`config.mk`:
```
export PLATFORM = sky130hd
export DESIGN_NAME = gccg_ram
export DESIGN_NICKNAME = d
export VERILOG_FILES = /design/src/gccg_ram.sv
export SDC_FILE = /design/constraint.sdc
export NUM_CORES = 1
export LEC_CHECK = 0
export ABC_AREA = 1
export BUFFER_PORTS_ARGS = -buffer_cell sky130_fd_sc_hd__buf_4
export CAP_MARGIN = 20
export CORE_MARGIN = 1
export CORE_UTILIZATION = 33
export DETAILED_ROUTE_END_ITERATION = 10
export PLACE_DENSITY = 0.58
export SLEW_MARGIN = 20
export SYNTH_ARGS = -nofsm -noshare
export SYNTH_HDL_FRONTEND = slang
export SYNTH_SLANG_ARGS = --single-unit
```
`constraint.sdc`:
```
create_clock -name i_clk -period 3 [get_ports i_clk]
set_input_delay 0.6 -clock i_clk [delete_from_list [all_inputs] [get_ports i_clk]]
set_output_delay 0.6 -clock i_clk [all_outputs]
set_load 0.02 [all_outputs]
```
`src/gccg_ram.sv`:
```
// ----------------------------------------------------------------------------
// gccg_ram
// Generic single-write, single-read synchronous RAM with registered read.
// ----------------------------------------------------------------------------
module gccg_ram #(
    parameter int WIDTH = 16,
    parameter int DEPTH = 64,
    localparam int AW   = (DEPTH > 1) ? $clog2(DEPTH) : 1
) (
    input  logic             i_clk,
    input  logic             i_we,
    input  logic [AW-1:0]    i_waddr,
    input  logic [WIDTH-1:0] i_wdata,
    input  logic [AW-1:0]    i_raddr,
    output logic [WIDTH-1:0] o_rdata
);

    logic [WIDTH-1:0] r_mem [DEPTH];
    logic [WIDTH-1:0] r_rdata;

    always_ff @(posedge i_clk) begin
        if (i_we) begin
            r_mem[i_waddr] <= i_wdata;
        end
        r_rdata <= r_mem[i_raddr];
    end

    assign o_rdata = r_rdata;

endmodule

```
==> impl_metrics.json <==
{
  "power.static_leakage_uw": 0.0171,
  "number_of_distinct_standard_cells_referenced_by_the_synthesized_netlist": 16,
  "post_synth_edffs": 1024,
  "ctsHoldBuffers": 0,
  "pin_count": 46,
  "final_clock_skew_ps": 13.8,
  "crit_arrival_ps": 2750,
  "finalHoldWorstSlack_ps": 367,
  "finalHoldViolations": 0,
  "sequential_share_of_power_pct": 52.0,
  "seq_area_frac_synth_pct": 73.8,
  "max-vdd-ir-drop_mv": 0.421,
  "status": "finished, final reports clean",
  "dp_worst_setup_slack_ps": 134,
  "ctsHtreeMaxLevel": 3,
  "grt.total_usage_pct": 17.5,
  "antenna_found_initial": 9,
  "r2r-end": "o_rdata[15]$_DFF_P_",
  "worst-r2r-setup-slack_ps": 1410,
  "report.final.setup_viol": 0,
  "layout_worst_path_cycle_share_pct": 72.0,
  "p_int_uw": 24100,
  "full_die_area_um2": 129000,
  "placement_rows": 130,
  "timing.hold.worst_path_depth": 3,
  "drc": 0,
  "post-synth-top-area-fraction_pct": 73.0,
  "number_of_nets_with_antenna_violations_after_detailed_routing": 0,
  "maximum_number_of_pins_on_one_net_before_global_route_repair": 105,
  "synth_top_cells_by_count": "nand2_1, edfxtp_1, nand3_1",
  "switchingPower_uw": 7010,
  "initialDrtViolationCount": 3148,
  "numPlacedInstances": 5133,
  "min_period_ps": 2160,
  "synth_cells": 3517,
  "routed_wire_length_per_instance_um": 21.7,
  "place.detailed.hpwl_mm": 64.1,
  "synth_async_sr_flop_share_pct": 0,
  "clkPwrFrac_pct": 41.7,
  "hp-class": "in2reg",
  "postSynth.topFlopCell": "edfxtp_1",
  "max_slew.worst_pin.slew_ps": 896,
  "clock_tree.root_cell": "clkbuf_16",
  "filler_cell_count": 12000,
  "yosysMostFrequentCell": "nand2_1",
  "post-cts-setup-buffer-count": 0,
  "synthesis.area_um2": 42100,
  "postLayoutCellArea_um2": 47900,
  "synth_warnings": 0,
  "synth.area.top_cells": "edfxtp_1, nand2_1, nand3_1, buf_2, buf_6",
  "tritoncts": "yes",
  "floorplan.initialDensity_pct": 33.4,
  "vias_in_the_first_global_route": 25600,
  "area.growth.synth_to_final_pct": 13.8,
  "drt_wl_total_mm": 116,
  "core-area_um2": 126000,
  "finish.cell_count_without_fillers": 5323,
  "busiest_layer": "met2",
  "crit-reg2reg-launch": "r_mem[31][15]$_DFFE_PP_",
  "required_ps": 3590,
  "relSlewSlack_pct": 40.3,
  "grt.met2_usage_pct": 26.6,
  "nets": 3615,
  "crit_path_end_kind": "register",
  "floorplan.die.width_um": 359,
  "sw_frac_of_total_pct": 22.5,
  "drt_pre_antenna_iters": 6,
  "clock_input_transition_at_the_sequential_cells_of_the_worst_setup_and_hold_paths_ps": 60,
  "final_layout_size_suffix_gt1_share_pct": 9.70,
  "wire_length_of_the_first_global_routing_pass_mm": 171,
  "mappedNetlistNets": 3547,
  "detailroute.via_count": 27400,
  "hold_path_end": "o_rdata[14]$_DFF_P_",
  "tritoncts_num_sinks": 1040,
  "routabilityCongestion": 0.822,
  "buffer_depth_of_the_longest_clock_path": 3,
  "report.final.slew_viol_count": 0,
  "grt.met1_usage_pct": 25.9,
  "post-synth-top-area-cell": "edfxtp_1",
  "post-route-worst-setup-slack_ps": 839,
  "cts_resized": 0,
  "gr-usage-met3_pct": 3.14,
  "port_buffers": 45,
  "min-delay-start": "i_raddr[5]",
  "depth_of_the_most_critical_reg_to_reg_path": 8,
  "timing.fmax_mhz": 463,
  "detailed_place.area_um2": 44600,
  "routed_via_density": 5.14,
  "p_comb_share_pct": 6.4,
  "power-per-cell-area_nw_per_um2": 648,
  "critical_path.startpoint_type": "input pin",
  "post-route-util_pct": 38.0,
  "synth-seq-cells": 1040,
  "drv_cap": 0,
  "grt_setup_unrepaired": "no",
  "worstSetupPathType": "in2reg",
  "cts_buffers": 100,
  "worstPathMaxFanout": 59,
  "clock_insertion_delay_worst_skew_ps": 680,
  "global_route.overflow_total": 0,
  "synth.avg_cell_area_um2": 12.0,
  "floorplan.die.height_um": 359
}
critical path, stage by stage:
cell,delay [ps]
buf_8,160
inv_16,200
buf_4,570
nand2_1,120
nand3_1,100
nand3_1,80
nand2_1,90
nand2_1,50
nand3_1,170
nand3_1,310
nand2_1,240
through the flow:
step	power [uW]	TNS, ps
2_1_floorplan	17500	-19720
3_3_place_gp	18400	0
3_5_place_dp	18400	0
4_1_cts	31200	0
5_1_grt	32000	0
6_report	31100	0
state kept, by name (all words and copies together) (netlist names):
name	cells
r_mem	1024
o_rdata	16
logic make-up (layout without fill, tap and decap cells):
kind of cell	count (synthesis)	after routing	synth area share (%)
buf+inv	237	389	3.54
simple gates	2240	2240	22.7
flops	1040	1040	73.8
other cells	0	4	0
per-layer routing:
layer  vias to the layer above  wire length [um]
met5                         -                92
met4                        12              2100
met3                       158              9490
met2                      1072             52200
met1                     13600             51900
li1                      12500                 -
placed cells by master (no fill, tap or decap):
master | synthesis | routed
edfxtp_1 | 1024 | 1024
nand3_1 | 871 | 871
inv_16 | 0 | 2
clkbuf_1 | 26 | 15
bufinv_16 | 0 | 15
nor4_2 | 0 | 8
inv_8 | 1 | 2
diode_2 | 0 | 4
nand2_1 | 1296 | 1296
clkinv_1 | 0 | 22
inv_4 | 0 | 1
clkinv_4 | 0 | 1
clkbuf_8 | 0 | 2
inv_6 | 0 | 3
buf_8 | 1 | 2
buf_12 | 0 | 25
buf_4 | 19 | 164
clkbuf_16 | 0 | 100
nand4_1 | 9 | 9
clkinv_2 | 0 | 21
inv_1 | 9 | 8
nor2_2 | 0 | 4
nor2_1 | 56 | 52
inv_2 | 2 | 1
clkinv_8 | 0 | 1
clkinvlp_4 | 0 | 4
dfxtp_1 | 16 | 16
worst max path at each step:
| stage | slack, ps | endpoint | start |
|---|---|---|---|
| after floorplan | -150 | r_mem[48][0]$_DFFE_PP_ | i_we |
| after global placement | 190 | o_rdata[15]$_DFF_P_ | i_raddr[0] |
| after detailed placement | 130 | o_rdata[15]$_DFF_P_ | i_raddr[0] |
| after CTS | 830 | o_rdata[15]$_DFF_P_ | i_raddr[0] |
| after global routing | 560 | o_rdata[15]$_DFF_P_ | i_raddr[0] |
| final | 840 | o_rdata[15]$_DFF_P_ | i_raddr[0] |
power groups by stage:
stage	Sequential, uW	Combinational (uW)	Clock (uW)
2_1_floorplan	16500	1080	0
6_report	16100	1980	13000
5_1_grt	16100	2150	13700
3_5_place_dp	16400	1980	0
3_3_place_gp	16400	1970	0
4_1_cts	16100	1990	13100
cell type report:
class | count | area, um2 | area share, %
timing repair buffer | 191 | 1760 | 3.68
clock buffer | 117 | 2590 | 5.40
multi-input combinational | 2240 | 9600 | 20.0
antenna | 4 | 10.0 | 0.0209
clock inverter | 69 | 751 | 1.57
tap | 1650 | 2060 | 4.31
inverter | 12 | 71.3 | 0.149
sequential | 1040 | 31100 | 64.8
Power figures use the tool's default switching activity.
